**config.mk**
```make
export PLATFORM = sky130hd
export DESIGN_NAME = socks_client_reply_parser_core
export DESIGN_NICKNAME = d
export VERILOG_FILES = /design/src/scrp_pkg.sv /design/src/scrp_front.sv /design/src/scrp_fifo.sv /design/src/scrp_back.sv /design/src/socks_client_reply_parser_core.sv
export SDC_FILE = /design/constraint.sdc
export NUM_CORES = 1
export LEC_CHECK = 0
export BUFFER_PORTS_ARGS = -buffer_cell sky130_fd_sc_hd__buf_2
export CORE_UTILIZATION = 35
export CTS_CLUSTER_DIAMETER = 150
export DETAILED_ROUTE_END_ITERATION = 16
export PLACE_DENSITY = 0.6
export SLEW_MARGIN = 30
export SYNTH_ARGS = -nofsm -noshare
export SYNTH_HDL_FRONTEND = slang
export SYNTH_SLANG_ARGS = --single-unit
```
**constraint.sdc**
```tcl
create_clock -name clock -period 4.2 [get_ports clock]
set_clock_uncertainty 0.15 [all_clocks]
set_input_delay 0.42 -clock clock [delete_from_list [all_inputs] [get_ports clock]]
set_output_delay 0.42 -clock clock [all_outputs]
set_load 0.03 [all_outputs]
```
**src/scrp_pkg.sv**
```systemverilog
// Shared types and codes for the SOCKS client reply parser.
// Depends on nothing; every other file of the block imports it.
package scrp_pkg;

   // result events
   localparam logic [2:0] EV_NONE         = 3'd0;
   localparam logic [2:0] EV_SEND_FIRST   = 3'd1;
   localparam logic [2:0] EV_SEND_AUTH    = 3'd2;
   localparam logic [2:0] EV_SEND_CONNECT = 3'd3;
   localparam logic [2:0] EV_CONNECTED    = 3'd4;
   localparam logic [2:0] EV_FAILED       = 3'd5;

   // failure reasons
   localparam logic [3:0] FL_NONE         = 4'd0;
   localparam logic [3:0] FL_BAD_VERSION  = 4'd1;
   localparam logic [3:0] FL_BAD_AUTH_VER = 4'd2;
   localparam logic [3:0] FL_NO_METHOD    = 4'd3;
   localparam logic [3:0] FL_AUTH_REJECT  = 4'd4;
   localparam logic [3:0] FL_REQ_REJECT   = 4'd5;
   localparam logic [3:0] FL_BAD_ADDRTYPE = 4'd6;
   localparam logic [3:0] FL_SOCKS4_REJ   = 4'd7;
   localparam logic [3:0] FL_BUSY         = 4'd8;

   // configuration register indexes
   localparam logic [1:0] CSR_PROXY_MODE = 2'd0;
   localparam logic [1:0] CSR_OFFER_AUTH = 2'd1;

   // protocol bytes
   localparam logic [7:0] SOCKS5_VERSION = 8'h05;
   localparam logic [7:0] AUTH_VERSION   = 8'h01;
   localparam logic [7:0] ATYP_IPV4      = 8'h01;
   localparam logic [7:0] ATYP_DOMAIN    = 8'h03;
   localparam logic [7:0] ATYP_IPV6      = 8'h04;
   localparam logic [7:0] SOCKS4_GRANTED = 8'h5A;

   // one classified request as it sits in the queue
   typedef struct packed {
      logic       is_start;
      logic       is_zero;
      logic       is_two;
      logic [7:0] data;
   } req_entry_type;

endpackage

```
**src/scrp_front.sv**
```systemverilog
// Front end of the reply parser: classifies each incoming request.
// Depends on scrp_pkg for the queue entry type.
module scrp_front
   import scrp_pkg::*;
(
   input  logic          req_op,
   input  logic [7:0]    req_rx_byte,
   output req_entry_type entry
);

   always_comb begin
      entry.is_start = ~req_op;
      entry.is_zero  = (req_rx_byte == 8'h00);
      entry.is_two   = (req_rx_byte == 8'h02);
      entry.data     = req_rx_byte;
   end

endmodule

```
**src/scrp_fifo.sv**
```systemverilog
// Short request queue between the front end and the handshake engine.
// Depends on scrp_pkg for the entry type.
module scrp_fifo
   import scrp_pkg::*;
#(
   parameter int DEPTH = 2
) (
   input  logic          clock,
   input  logic          reset,
   input  logic          push,
   input  req_entry_type push_data,
   input  logic          pop,
   output req_entry_type pop_data,
   output logic          full,
   output logic          empty
);

   localparam int PW = (DEPTH > 1) ? $clog2(DEPTH) : 1;
   localparam int CW = $clog2(DEPTH + 1);
   localparam logic [PW-1:0] LAST_SLOT = PW'(DEPTH - 1);
   localparam logic [CW-1:0] FULL_COUNT = CW'(DEPTH);

   req_entry_type slot_ff [DEPTH];
   logic [PW-1:0] wr_ptr_ff, wr_ptr_in;
   logic [PW-1:0] rd_ptr_ff, rd_ptr_in;
   logic [CW-1:0] count_ff, count_in;

   assign full     = (count_ff == FULL_COUNT);
   assign empty    = (count_ff == '0);
   assign pop_data = slot_ff[rd_ptr_ff];

   always_comb begin
      wr_ptr_in = wr_ptr_ff;
      rd_ptr_in = rd_ptr_ff;
      count_in  = count_ff;
      if (push) begin
         wr_ptr_in = (wr_ptr_ff == LAST_SLOT) ? '0 : wr_ptr_ff + 1'b1;
      end
      if (pop) begin
         rd_ptr_in = (rd_ptr_ff == LAST_SLOT) ? '0 : rd_ptr_ff + 1'b1;
      end
      if (push && !pop) begin
         count_in = count_ff + 1'b1;
      end else if (pop && !push) begin
         count_in = count_ff - 1'b1;
      end
   end

   always_ff @(posedge clock) begin
      if (reset) begin
         wr_ptr_ff <= '0;
         rd_ptr_ff <= '0;
         count_ff  <= '0;
      end else begin
         wr_ptr_ff <= wr_ptr_in;
         rd_ptr_ff <= rd_ptr_in;
         count_ff  <= count_in;
      end
   end

   always_ff @(posedge clock) begin
      if (push) begin
         slot_ff[wr_ptr_ff] <= push_data;
      end
   end

   a_no_overflow: assert property (@(posedge clock) disable iff (reset)
      full |-> !push)
      else $error("queue written while full");

   a_no_underflow: assert property (@(posedge clock) disable iff (reset)
      empty |-> !pop)
      else $error("queue read while empty");

   a_count_bound: assert property (@(posedge clock) disable iff (reset)
      count_ff <= FULL_COUNT)
      else $error("queue count out of range");

endmodule

```
**src/scrp_back.sv**
```systemverilog
// Handshake engine: phase tracking, chunk counting, reply checks and the
// registered result stage. Depends on scrp_pkg for codes and entry type.
module scrp_back
   import scrp_pkg::*;
(
   input  logic          clock,
   input  logic          reset,
   input  logic          csr_valid,
   input  logic [1:0]    csr_index,
   input  logic [7:0]    csr_data,
   input  logic          q_empty,
   input  req_entry_type q_data,
   output logic          q_pop,
   output logic          rsp_valid,
   input  logic          rsp_stall,
   output logic [2:0]    rsp_event_res,
   output logic [3:0]    rsp_failure,
   output logic [7:0]    rsp_reply_code,
   output logic [1:0]    rsp_method_count
);

   localparam logic [1:0] LS_IDLE      = 2'd0;
   localparam logic [1:0] LS_HANDSHAKE = 2'd1;
   localparam logic [1:0] LS_CONNECTED = 2'd2;

   localparam logic [2:0] PH_METHOD   = 3'd0;
   localparam logic [2:0] PH_AUTH     = 3'd1;
   localparam logic [2:0] PH_REQUEST  = 3'd2;
   localparam logic [2:0] PH_ADDRTYPE = 3'd3;
   localparam logic [2:0] PH_ADDRESS  = 3'd4;
   localparam logic [2:0] PH_SOCKS4   = 3'd5;

   logic       mode_ff, auth_ff;
   logic [1:0] link_ff, link_in;
   logic [2:0] phase_ff, phase_in;
   logic [8:0] idx_ff, idx_in;
   logic [8:0] len_ff, len_in;
   logic [7:0] saved_ff, saved_in;

   logic       out_valid_ff, out_valid_in;
   logic [2:0] ev_ff, ev_in;
   logic [3:0] fl_ff, fl_in;
   logic [7:0] code_ff, code_in;
   logic [1:0] mc_ff, mc_in;

   logic       last;
   logic [8:0] idx_next;

   // take the head of the queue whenever the result stage can load
   assign q_pop    = !q_empty && (!out_valid_ff || !rsp_stall);
   assign idx_next = idx_ff + 9'd1;
   assign last     = ({1'b0, idx_ff} + 10'd1) >= {1'b0, len_ff};

   always_comb begin
      link_in  = link_ff;
      phase_in = phase_ff;
      idx_in   = idx_ff;
      len_in   = len_ff;
      saved_in = saved_ff;
      ev_in    = EV_NONE;
      fl_in    = FL_NONE;
      code_in  = 8'h00;
      mc_in    = 2'd0;

      if (q_data.is_start) begin
         if (link_ff != LS_IDLE) begin
            ev_in = EV_FAILED;
            fl_in = FL_BUSY;
         end else begin
            link_in  = LS_HANDSHAKE;
            saved_in = 8'h00;
            idx_in   = 9'd0;
            ev_in    = EV_SEND_FIRST;
            if (mode_ff) begin
               phase_in = PH_SOCKS4;
               len_in   = 9'd8;
            end else begin
               phase_in = PH_METHOD;
               len_in   = 9'd2;
               mc_in    = auth_ff ? 2'd2 : 2'd1;
            end
         end
      end else if (link_ff == LS_HANDSHAKE) begin
         unique case (phase_ff) inside
            PH_METHOD, PH_AUTH, PH_REQUEST: begin
               if (!last) begin
                  saved_in = q_data.data;
                  idx_in   = idx_next;
               end else if (phase_ff == PH_AUTH) begin
                  if (saved_ff != AUTH_VERSION) begin
                     link_in = LS_IDLE;
                     ev_in   = EV_FAILED;
                     fl_in   = FL_BAD_AUTH_VER;
                     code_in = saved_ff;
                  end else if (!q_data.is_zero) begin
                     link_in = LS_IDLE;
                     ev_in   = EV_FAILED;
                     fl_in   = FL_AUTH_REJECT;
                     code_in = q_data.data;
                  end else begin
                     phase_in = PH_REQUEST;
                     len_in   = 9'd2;
                     idx_in   = 9'd0;
                     ev_in    = EV_SEND_CONNECT;
                  end
               end else if (saved_ff != SOCKS5_VERSION) begin
                  link_in = LS_IDLE;
                  ev_in   = EV_FAILED;
                  fl_in   = FL_BAD_VERSION;
                  code_in = saved_ff;
               end else if (phase_ff == PH_METHOD) begin
                  if (q_data.is_zero) begin
                     phase_in = PH_REQUEST;
                     len_in   = 9'd2;
                     idx_in   = 9'd0;
                     ev_in    = EV_SEND_CONNECT;
                  end else if (q_data.is_two) begin
                     phase_in = PH_AUTH;
                     len_in   = 9'd2;
                     idx_in   = 9'd0;
                     ev_in    = EV_SEND_AUTH;
                  end else begin
                     link_in = LS_IDLE;
                     ev_in   = EV_FAILED;
                     fl_in   = FL_NO_METHOD;
                     code_in = q_data.data;
                  end
               end else if (!q_data.is_zero) begin
                  link_in = LS_IDLE;
                  ev_in   = EV_FAILED;
                  fl_in   = FL_REQ_REJECT;
                  code_in = q_data.data;
               end else begin
                  phase_in = PH_ADDRTYPE;
                  len_in   = 9'd3;
                  idx_in   = 9'd0;
               end
            end
            PH_ADDRTYPE: begin
               if (!last) begin
                  if (idx_ff == 9'd1) begin
                     saved_in = q_data.data;
                  end
                  idx_in = idx_next;
               end else if (saved_ff == ATYP_IPV4) begin
                  phase_in = PH_ADDRESS;
                  len_in   = 9'd5;
                  idx_in   = 9'd0;
               end else if (saved_ff == ATYP_DOMAIN) begin
                  // name bytes plus the two port bytes
                  phase_in = PH_ADDRESS;
                  len_in   = {1'b0, q_data.data} + 9'd2;
                  idx_in   = 9'd0;
               end else if (saved_ff == ATYP_IPV6) begin
                  phase_in = PH_ADDRESS;
                  len_in   = 9'd17;
                  idx_in   = 9'd0;
               end else begin
                  link_in = LS_IDLE;
                  ev_in   = EV_FAILED;
                  fl_in   = FL_BAD_ADDRTYPE;
                  code_in = saved_ff;
               end
            end
            PH_ADDRESS: begin
               if (!last) begin
                  idx_in = idx_next;
               end else begin
                  idx_in  = 9'd0;
                  link_in = LS_CONNECTED;
                  ev_in   = EV_CONNECTED;
               end
            end
            PH_SOCKS4: begin
               if (!last) begin
                  if (idx_ff == 9'd1) begin
                     saved_in = q_data.data;
                  end
                  idx_in = idx_next;
               end else begin
                  idx_in = 9'd0;
                  if (saved_ff != SOCKS4_GRANTED) begin
                     link_in = LS_IDLE;
                     ev_in   = EV_FAILED;
                     fl_in   = FL_SOCKS4_REJ;
                     code_in = saved_ff;
                  end else begin
                     link_in = LS_CONNECTED;
                     ev_in   = EV_CONNECTED;
                  end
               end
            end
            default: begin
               link_in = LS_IDLE;
               ev_in   = EV_FAILED;
               fl_in   = FL_BAD_VERSION;
            end
         endcase
      end
   end

   always_comb begin
      if (q_pop) begin
         out_valid_in = 1'b1;
      end else begin
         out_valid_in = out_valid_ff && rsp_stall;
      end
   end

   always_ff @(posedge clock) begin
      if (reset) begin
         mode_ff      <= 1'b0;
         auth_ff      <= 1'b0;
         link_ff      <= LS_IDLE;
         phase_ff     <= PH_METHOD;
         idx_ff       <= 9'd0;
         len_ff       <= 9'd2;
         saved_ff     <= 8'h00;
         out_valid_ff <= 1'b0;
      end else begin
         out_valid_ff <= out_valid_in;
         if (csr_valid && csr_index == CSR_PROXY_MODE) begin
            mode_ff <= csr_data[0];
         end
         if (csr_valid && csr_index == CSR_OFFER_AUTH) begin
            auth_ff <= csr_data[0];
         end
         if (q_pop) begin
            link_ff  <= link_in;
            phase_ff <= phase_in;
            idx_ff   <= idx_in;
            len_ff   <= len_in;
            saved_ff <= saved_in;
         end
      end
   end

   always_ff @(posedge clock) begin
      if (q_pop) begin
         ev_ff   <= ev_in;
         fl_ff   <= fl_in;
         code_ff <= code_in;
         mc_ff   <= mc_in;
      end
   end

   assign rsp_valid        = out_valid_ff;
   assign rsp_event_res    = ev_ff;
   assign rsp_failure      = fl_ff;
   assign rsp_reply_code   = code_ff;
   assign rsp_method_count = mc_ff;

   a_idx_in_chunk: assert property (@(posedge clock) disable iff (reset)
      idx_ff < len_ff)
      else $error("byte position past end of chunk");

   a_fail_has_reason: assert property (@(posedge clock) disable iff (reset)
      out_valid_ff |-> ((ev_ff == EV_FAILED) == (fl_ff != FL_NONE)))
      else $error("failure reason does not match event");

   a_count_on_first: assert property (@(posedge clock) disable iff (reset)
      (out_valid_ff && mc_ff != 2'd0) |-> (ev_ff == EV_SEND_FIRST))
      else $error("method count outside a send-first result");

   a_connected_sticks: assert property (@(posedge clock) disable iff (reset)
      (link_ff == LS_CONNECTED) |=> (link_ff == LS_CONNECTED))
      else $error("connected link left its state");

   a_link_legal: assert property (@(posedge clock) disable iff (reset)
      link_ff != 2'd3)
      else $error("link state code with no meaning");

endmodule

```
**src/socks_client_reply_parser_core.sv**
```systemverilog
// Top level of the SOCKS client reply parser.
// Depends on scrp_pkg, scrp_front, scrp_fifo and scrp_back.
//
// Usage:
//   req_*  : one request per accepted edge (req_valid high, req_stall low).
//            req_op 0 starts a handshake, req_op 1 delivers one byte that
//            came back from the proxy in req_rx_byte.
//   rsp_*  : exactly one result per request, in order, accepted when
//            rsp_valid is high and rsp_stall is low.
//   csr_*  : register writes, always ready; index 0 proxy_mode (bit 0),
//            index 1 offer_auth (bit 0). Write only while idle.
// Path: an accepted request is written into the queue; the engine then takes
//   it from the queue head into the result register, which drives rsp_valid,
//   once the result register is empty or its result is being taken.
// Throughput: one request per cycle, sustained while rsp_stall is low. The
//   engine updates its phase and byte counter once per request; the queue of
//   QUEUE_DEPTH entries absorbs bursts while rsp_stall is high.
// Stall: while rsp_stall holds with rsp_valid high, the result register holds,
//   the engine stops and the queue fills; req_stall rises once the queue is full.
// Reset: synchronous, clears registers to SOCKS5 with no auth offered,
//   the link to idle and the queue to empty. No clearing pass is needed.
module socks_client_reply_parser_core
   import scrp_pkg::*;
#(
   parameter int QUEUE_DEPTH = 2
) (
   input  logic       clock,
   input  logic       reset,
   input  logic       req_valid,
   output logic       req_stall,
   input  logic       req_op,
   input  logic [7:0] req_rx_byte,
   output logic       rsp_valid,
   input  logic       rsp_stall,
   output logic [2:0] rsp_event_res,
   output logic [3:0] rsp_failure,
   output logic [7:0] rsp_reply_code,
   output logic [1:0] rsp_method_count,
   input  logic       csr_valid,
   output logic       csr_ready,
   input  logic [1:0] csr_index,
   input  logic [7:0] csr_data
);

   req_entry_type front_entry;
   req_entry_type head_entry;
   logic          q_full;
   logic          q_empty;
   logic          q_pop;
   logic          q_push;

   // registers take a write in any cycle
   assign csr_ready = 1'b1;

   // hold off the sender only when the queue has no room
   assign req_stall = q_full;
   assign q_push    = req_valid && !q_full;

   scrp_front u_front (
      .req_op      (req_op),
      .req_rx_byte (req_rx_byte),
      .entry       (front_entry)
   );

   scrp_fifo #(
      .DEPTH (QUEUE_DEPTH)
   ) u_fifo (
      .clock     (clock),
      .reset     (reset),
      .push      (q_push),
      .push_data (front_entry),
      .pop       (q_pop),
      .pop_data  (head_entry),
      .full      (q_full),
      .empty     (q_empty)
   );

   scrp_back u_back (
      .clock            (clock),
      .reset            (reset),
      .csr_valid        (csr_valid),
      .csr_index        (csr_index),
      .csr_data         (csr_data),
      .q_empty          (q_empty),
      .q_data           (head_entry),
      .q_pop            (q_pop),
      .rsp_valid        (rsp_valid),
      .rsp_stall        (rsp_stall),
      .rsp_event_res    (rsp_event_res),
      .rsp_failure      (rsp_failure),
      .rsp_reply_code   (rsp_reply_code),
      .rsp_method_count (rsp_method_count)
   );

endmodule
```
==> flow_metrics.py, run 1 <==
metrics = {
    "outcome": {
        "status": "complete, no violations",
    },
    "clock_network": {
        "cts_hold_buffers": 0,
        "clk_latency_ns": 0.34,
        "clk_pin_slew_ns": 0.06,
        "cts_max_path_buffers": 2,
        "cts-root-buf": "clkbuf_16",
        "post_cts_buffers": 0,
        "cts-htree-levels": 3,
        "cts.sinks": 78,
        "cts_tree": "yes",
        "numCtsBuffers": 9,
        "cts_resized": 0,
    },
    "min_path": {
        "hold_class": "in2reg",
    },
    "place": {
        "gp_congestion": 0.908,
        "place_inst": 629,
        "port_buffers": 35,
        "pre_cts_ws_ns": 0.705,
        "hpwlAfterDp_um": 7520,
    },
    "global_route": {
        "antenna_found_initial": 0,
        "grt_max_degree": 35,
        "grt_pass1_vias": 3426,
        "overflow": 0,
        "grt_pass1_wl_um": 16800,
        "track_usage_pct": 16.8,
    },
    "pwr": {
        "powerDensity_nw_per_um2": 619,
        "leakage_nw": 1.81,
        "switching_share_pct": 39.8,
        "p_int_w": 0.00183,
        "p_switching_w": 0.00121,
        "power_frac_clock_pct": 26.3,
        "irDropWorstVdd_mv": 0.264,
        "pwr-share-seq_pct": 35.5,
        "combPwrFrac_pct": 38.2,
    },
    "sta": {
        "fin_tns_setup_ns": 0,
        "hold_viol": 0,
        "worst_pin_slew_ns": 0.832,
        "setup_ws_ns": 0.647,
        "finalSetupViolCount": 0,
        "relSlewSlack_pct": 44.6,
        "fmax_ghz": 0.281,
        "grt_setup_unrepaired": "false",
        "drv_slew": 0,
        "min_period_over_period_pct": 84.6,
        "finalCriticalPeriod_ns": 3.55,
    },
    "route": {
        "wl_per_cell_um": 15.9,
        "via_per_inst": 5.63,
        "postRouteAntennaNets": 0,
        "routed.top_layer": "met4",
        "vias": 3634,
        "met2_length_um": 4790,
        "first_pass_iters": 5,
        "met3_length_um": 619,
        "drtIter0Drc": 219,
        "drc": 0,
        "drt-met1-wl_um": 4630,
        "drt_wl_total_um": 10200,
    },
    "yosys": {
        "synthArstFlopShare_pct": 0,
        "synth_cell_types": 56,
        "syn_avg_cell_area_um2": 9.21,
        "synth_seq_area_share_pct": 45.4,
        "ys_warn_count": 0,
        "synth_edf_count": 39,
        "yosys_register_bits": 78,
        "ys.flop_type": "edfxtp_1",
        "syn-num-nets": 504,
        "netlist_area_um2": 4300,
        "synthCells": 467,
    },
    "job": {
        "cap_violations": 0,
    },
    "finish": {
        "layout_commonest_cell": "nor2_1",
        "instances_no_fill": 645,
        "area_growth_pct": 14.0,
        "final_cell_mix": "46 x nor2_1, 39 x dfxtp_1, 39 x edfxtp_1",
        "n_antenna_cell": 0,
        "fin_nets": 530,
        "drive_above_1_share_pct": 14.3,
    },
    "setup_path": {
        "cp.required_ns": 4.27,
        "path_buf_inv": 0,
        "endpoint_kind": "register",
        "critPathKind": "reg2reg",
        "crit_fanout": 8,
        "slowest_stage": "dfxtp_1",
        "cpPeakStageDelay_ns": 0.44,
        "path_cells": "and3_1 > nand3_1 > nor2_1 > xor2_1 > ha_1 > a21o_1 > a21oi_1 > o21ai_0 > a41o_1 > nor4b_1 > o22ai_1 > o2bb2ai_1",
        "arrival_ns": 3.62,
        "crit_family": "compound AO/OA/AOI/OAI gates",
        "crit_path_start_kind": "register",
    },
    "floorplanning": {
        "num_io_pins": 44,
        "start_util_pct": 35.8,
        "dieArea_um2": 12700,
        "rows": 40,
        "core-area_um2": 12000,
        "die_h_um": 113,
        "die_w_um": 113,
    },
}
==> synth_stat cells, types with 4 or more instances <==
cell | instances | area (um^2)
a21o_1 | 4 | 30.0
a21oi_1 | 32 | 160
a22oi_1 | 6 | 45.0
a311oi_1 | 4 | 35.0
a31oi_1 | 5 | 31.3
and3_1 | 5 | 31.3
clkbuf_1 | 20 | 75.1
dfxtp_1 | 39 | 781
edfxtp_1 | 39 | 1170
ha_1 | 13 | 163
inv_1 | 20 | 75.1
mux2_2 | 7 | 78.8
mux2i_1 | 13 | 130
nand2_1 | 38 | 143
nand2b_1 | 14 | 87.6
nand3_1 | 15 | 75.1
nand3b_1 | 6 | 45.0
nand4_1 | 8 | 50.1
nor2_1 | 47 | 176
nor2b_1 | 5 | 31.3
nor3_1 | 13 | 65.1
nor4_1 | 4 | 25.0
nor4b_1 | 4 | 35.0
o21ai_0 | 30 | 150
o2bb2ai_1 | 10 | 87.6
or3_1 | 5 | 31.3
xnor2_1 | 7 | 61.3
xor2_1 | 10 | 87.6
==> final timing paths <==
path / start / end / slack [ns] / depth (start not counted)
max: u_back.idx_ff[0] / u_back.saved_ff[4] / 0.65 / 12
min: req_rx_byte[3] / u_fifo.slot_ff[1][3] / 0.13 / 1
max reg2reg: u_back.idx_ff[0] / u_back.saved_ff[4] / 0.65 / 12
min reg2reg: u_back.len_ff[0] / u_back.len_ff[0] / 0.31 / 2
==> layer usage <==
layer / global-route usage (%) / up-vias
met5: 0 / -
met4: 6.58 / 0
met3: 3.64 / 16
met2: 27.2 / 119
met1: 22.0 / 1733
li1: - / 1766
==> sequential cells by signal, summed over array words and instances (netlist names), named ones only <==
| register | flops |
|---|---|
| u_fifo.slot_ff | 22 |
| u_back.idx_ff | 9 |
| u_back.len_ff | 9 |
| u_back.rsp_reply_code | 8 |
| u_back.saved_ff | 8 |
| u_back.rsp_failure | 4 |
| u_back.phase_ff | 3 |
| u_back.rsp_event_res | 3 |
| u_back.link_ff | 2 |
| u_back.rsp_method_count | 2 |
| u_fifo.count_ff | 2 |
| u_back.auth_ff | 1 |
| u_back.mode_ff | 1 |
| u_back.rsp_valid | 1 |
| u_fifo.rd_ptr_ff | 1 |
| u_fifo.wr_ptr_ff | 1 |
==> kinds of logic (layout without fill, tap and decap cells) <==
kind of cell / count (synthesis) / count (layout) / synth area share (%)
compound gates: 114 / 114 / 17.0
xor+xnor: 17 / 17 / 3.46
fa+ha+maj: 13 / 13 / 3.78
buf+inv: 45 / 76 / 4.07
flops: 78 / 78 / 45.4
mux: 20 / 20 / 4.86
other cells: 1 / 1 / 0.0872
simple gates: 179 / 179 / 21.3
==> final cells by class <==
class | count | area (um^2)
Sequential cell | 78 | 1950
Clock inverter | 7 | 78.8
Clock buffer | 9 | 225
Inverter | 20 | 75.1
Multi-Input combinational cell | 344 | 2180
Fill cell | 1199 | 7110
Tap cell | 147 | 184
Timing Repair Buffer | 40 | 213
==> power by group through the flow <==
stage                     logic (W)  registers, W  clock network [W]
after floorplan            0.000728       0.00119                  0
after global placement      0.00114       0.00109                  0
after detailed placement    0.00115       0.00109                  0
after CTS                   0.00116       0.00108           0.000812
after global routing        0.00126       0.00110           0.000847
final                       0.00116       0.00108           0.000800
==> per-stage QoR <==
stage,cell area [um^2],hold WS [ns],util (%),total power (W)
floorplan,4300,0.282,-,0.00192
global placement,4600,0.300,38.3,0.00223
detailed placement,4600,0.306,38.3,0.00225
CTS,4900,0.123,40.8,0.00305
global route,4910,0.119,40.8,0.00320
finish,4910,0.131,40.8,0.00304
Note: power is estimated with default switching activity, not from simulation.
==> inputs of run 2 (changes only) <==
PLACE_DENSITY = 0.62   (was 0.6)
clock period = 3 ns   (was 4.2 ns; I/O delays follow)
==> flow_metrics.py, run 2 (synthesized netlist as in run 1, its figures left out) <==
metrics = {
    "outcome": {
        "status": "finished, violations left",
        "violations": "negative setup slack",
    },
    "route": {
        "postRouteAntennaNets": 0,
        "drc": 0,
        "vias": 3767,
        "drtIter0Drc": 228,
        "first_pass_iters": 5,
        "drt_wl_total_um": 11100,
        "wl_per_cell_um": 16.1,
        "via_per_inst": 5.48,
    },
    "setup_path": {
        "crit_fanout": 8,
        "critPathKind": "reg2reg",
        "crit_path_start_kind": "register",
        "rr_startpoint": "u_back.idx_ff[0]",
        "endpoint_kind": "register",
        "arrival_ns": 3.09,
        "r2r_end": "u_back.saved_ff[5]",
        "r2r_slack_ns": -0.02,
        "reg2reg_depth": 14,
        "cp.required_ns": 3.07,
    },
    "clock_network": {
        "cts_tree": "yes",
        "cts-htree-levels": 3,
        "cts-root-buf": "clkbuf_16",
        "cts_hold_buffers": 0,
        "numCtsBuffers": 9,
        "clk_pin_slew_ns": 0.06,
        "cts.sinks": 78,
        "clk_latency_ns": 0.34,
        "cts_max_path_buffers": 2,
    },
    "sta": {
        "finalSetupViolCount": 8,
        "min_period_over_period_pct": 101,
        "worst_pin_slew_ns": 0.888,
        "fmax_ghz": 0.331,
        "drv_slew": 0,
        "hold_viol": 0,
        "finalCriticalPeriod_ns": 3.02,
        "grt_setup_unrepaired": "true",
        "setup_ws_ns": -0.0187,
        "relSlewSlack_pct": 40.6,
    },
    "min_path": {
        "min_from": "req_rx_byte[0]",
        "holdPathStages": 1,
        "hold_class": "in2reg",
        "whs_endpoint": "u_fifo.slot_ff[1][0]",
    },
    "place": {
        "pre_cts_ws_ns": -0.201,
        "place_inst": 664,
        "hpwlAfterDp_um": 8170,
        "place_area_um2": 4860,
        "gp_congestion": 0.871,
        "port_buffers": 35,
    },
    "finish": {
        "largest_register_ffs": 22,
        "layout_commonest_cell": "nor2_1",
        "final_cell_mix": "44 x nor2_1, 40 x buf_4, 39 x edfxtp_1",
        "fin_nets": 572,
        "area_growth_pct": 26.1,
        "drive_above_1_share_pct": 25.7,
        "instances_no_fill": 687,
        "top_regs": "u_fifo.slot_ff: 22 flops, u_back.idx_ff: 9 flops, u_back.len_ff: 9 flops",
        "largest_register": "u_fifo.slot_ff",
        "fin_area_um2": 5430,
        "n_antenna_cell": 0,
    },
    "floorplanning": {
        "num_io_pins": 44,
        "start_util_pct": 35.8,
        "core-area_um2": 12000,
        "rows": 40,
        "die_h_um": 113,
        "die_w_um": 113,
        "dieArea_um2": 12700,
    },
    "global_route": {
        "track_usage_pct": 18.2,
        "grt_pass1_vias": 3627,
        "grt_pass1_wl_um": 18000,
        "grt_max_degree": 35,
        "overflow": 0,
        "antenna_found_initial": 0,
    },
    "pwr": {
        "leakage_nw": 2.06,
        "powerDensity_nw_per_um2": 857,
        "irDropWorstVdd_mv": 0.490,
    },
    "job": {
        "cap_violations": 0,
    },
}
[run 2: cell types whose count changed in the layout (fill, tap and decap cells not counted), sizes merged]
cell,previous run,this run
inv,24,23
buf,40,82
clkinvlp,0,1
[run 2: per-layer routing]
metal / track usage [%] / share of wire, % / up-vias
met2: 29.8 / 48 / 108
met3: 3.43 / 4.6 / 23
met1: 23.8 / 45 / 1789
met5: 0 / 0 / -
li1: - / - / 1847
met4: 7.02 / 2.5 / 0
[run 2: final cells by class]
cell class / instances / area [um^2]
Sequential cell: 78 / 1960
Clock inverter: 7 / 81.3
Clock buffer: 9 / 225
Tap cell: 147 / 184
Fill cell: 1155 / 6590
Multi-Input combinational cell: 344 / 2360
Inverter: 20 / 75.1
Timing Repair Buffer: 82 / 548
[run 2: how the worst max path moves through the flow]
stage / end / from / slack [ns] / cells past startpoint
final: u_back.saved_ff[5] / u_back.idx_ff[0] / -0.02 / 14
after detailed placement: u_back.saved_ff[5] / u_back.idx_ff[0] / -0.20 / 14
after global routing: u_back.saved_ff[0] / u_back.idx_ff[0] / -0.12 / 14
after global placement: u_back.len_ff[0] / u_back.idx_ff[0] / -0.09 / 14
after floorplan: u_back.rsp_event_res[0] / u_back.idx_ff[2] / 0.02 / 13
after CTS: u_back.saved_ff[5] / u_back.idx_ff[0] / 0.004 / 12
[run 2: worst max-delay path: stages (launching register included)]
cell,delay [ns]
dfxtp_4,0.37
and3_4,0.21
nand3_4,0.12
nor2_4,0.12
xor2_2,0.17
ha_1,0.27
a21o_1,0.20
a21oi_2,0.14
o21ai_2,0.07
a41o_1,0.23
nor4b_2,0.30
buf_4,0.18
o22ai_4,0.07
buf_6,0.17
o2bb2ai_2,0.11
[run 2: what timing repair did]
item,in CTS,in global routing
pin swaps,8,12
endpoints found under the setup margin,30,43
gates cloned,0,2
buffers inserted,1,4
resized for setup,14,31
[run 2: stage by stage]
| stage | utilization (%) | TNS [ns] | power [W] | hold slack [ns] |
|---|---|---|---|---|
| detailed placement | 40.5 | -3.33 | 0.00333 | 0.304 |
| global placement | 40.5 | -0.896 | 0.00330 | 0.295 |
| finish | 45.2 | -0.0749 | 0.00465 | 0.00908 |
| floorplan | - | 0 | 0.00269 | 0.249 |
| global route | 45.2 | -1.94 | 0.00492 | 0.00370 |
| CTS | 43.6 | 0 | 0.00449 | 0.00212 |
[run 2: report_power, final]
group | switching (W) | internal, W
logic | 0.00125 | 0.000789
registers | 0.000121 | 0.00138
clock network | 0.000457 | 0.000655
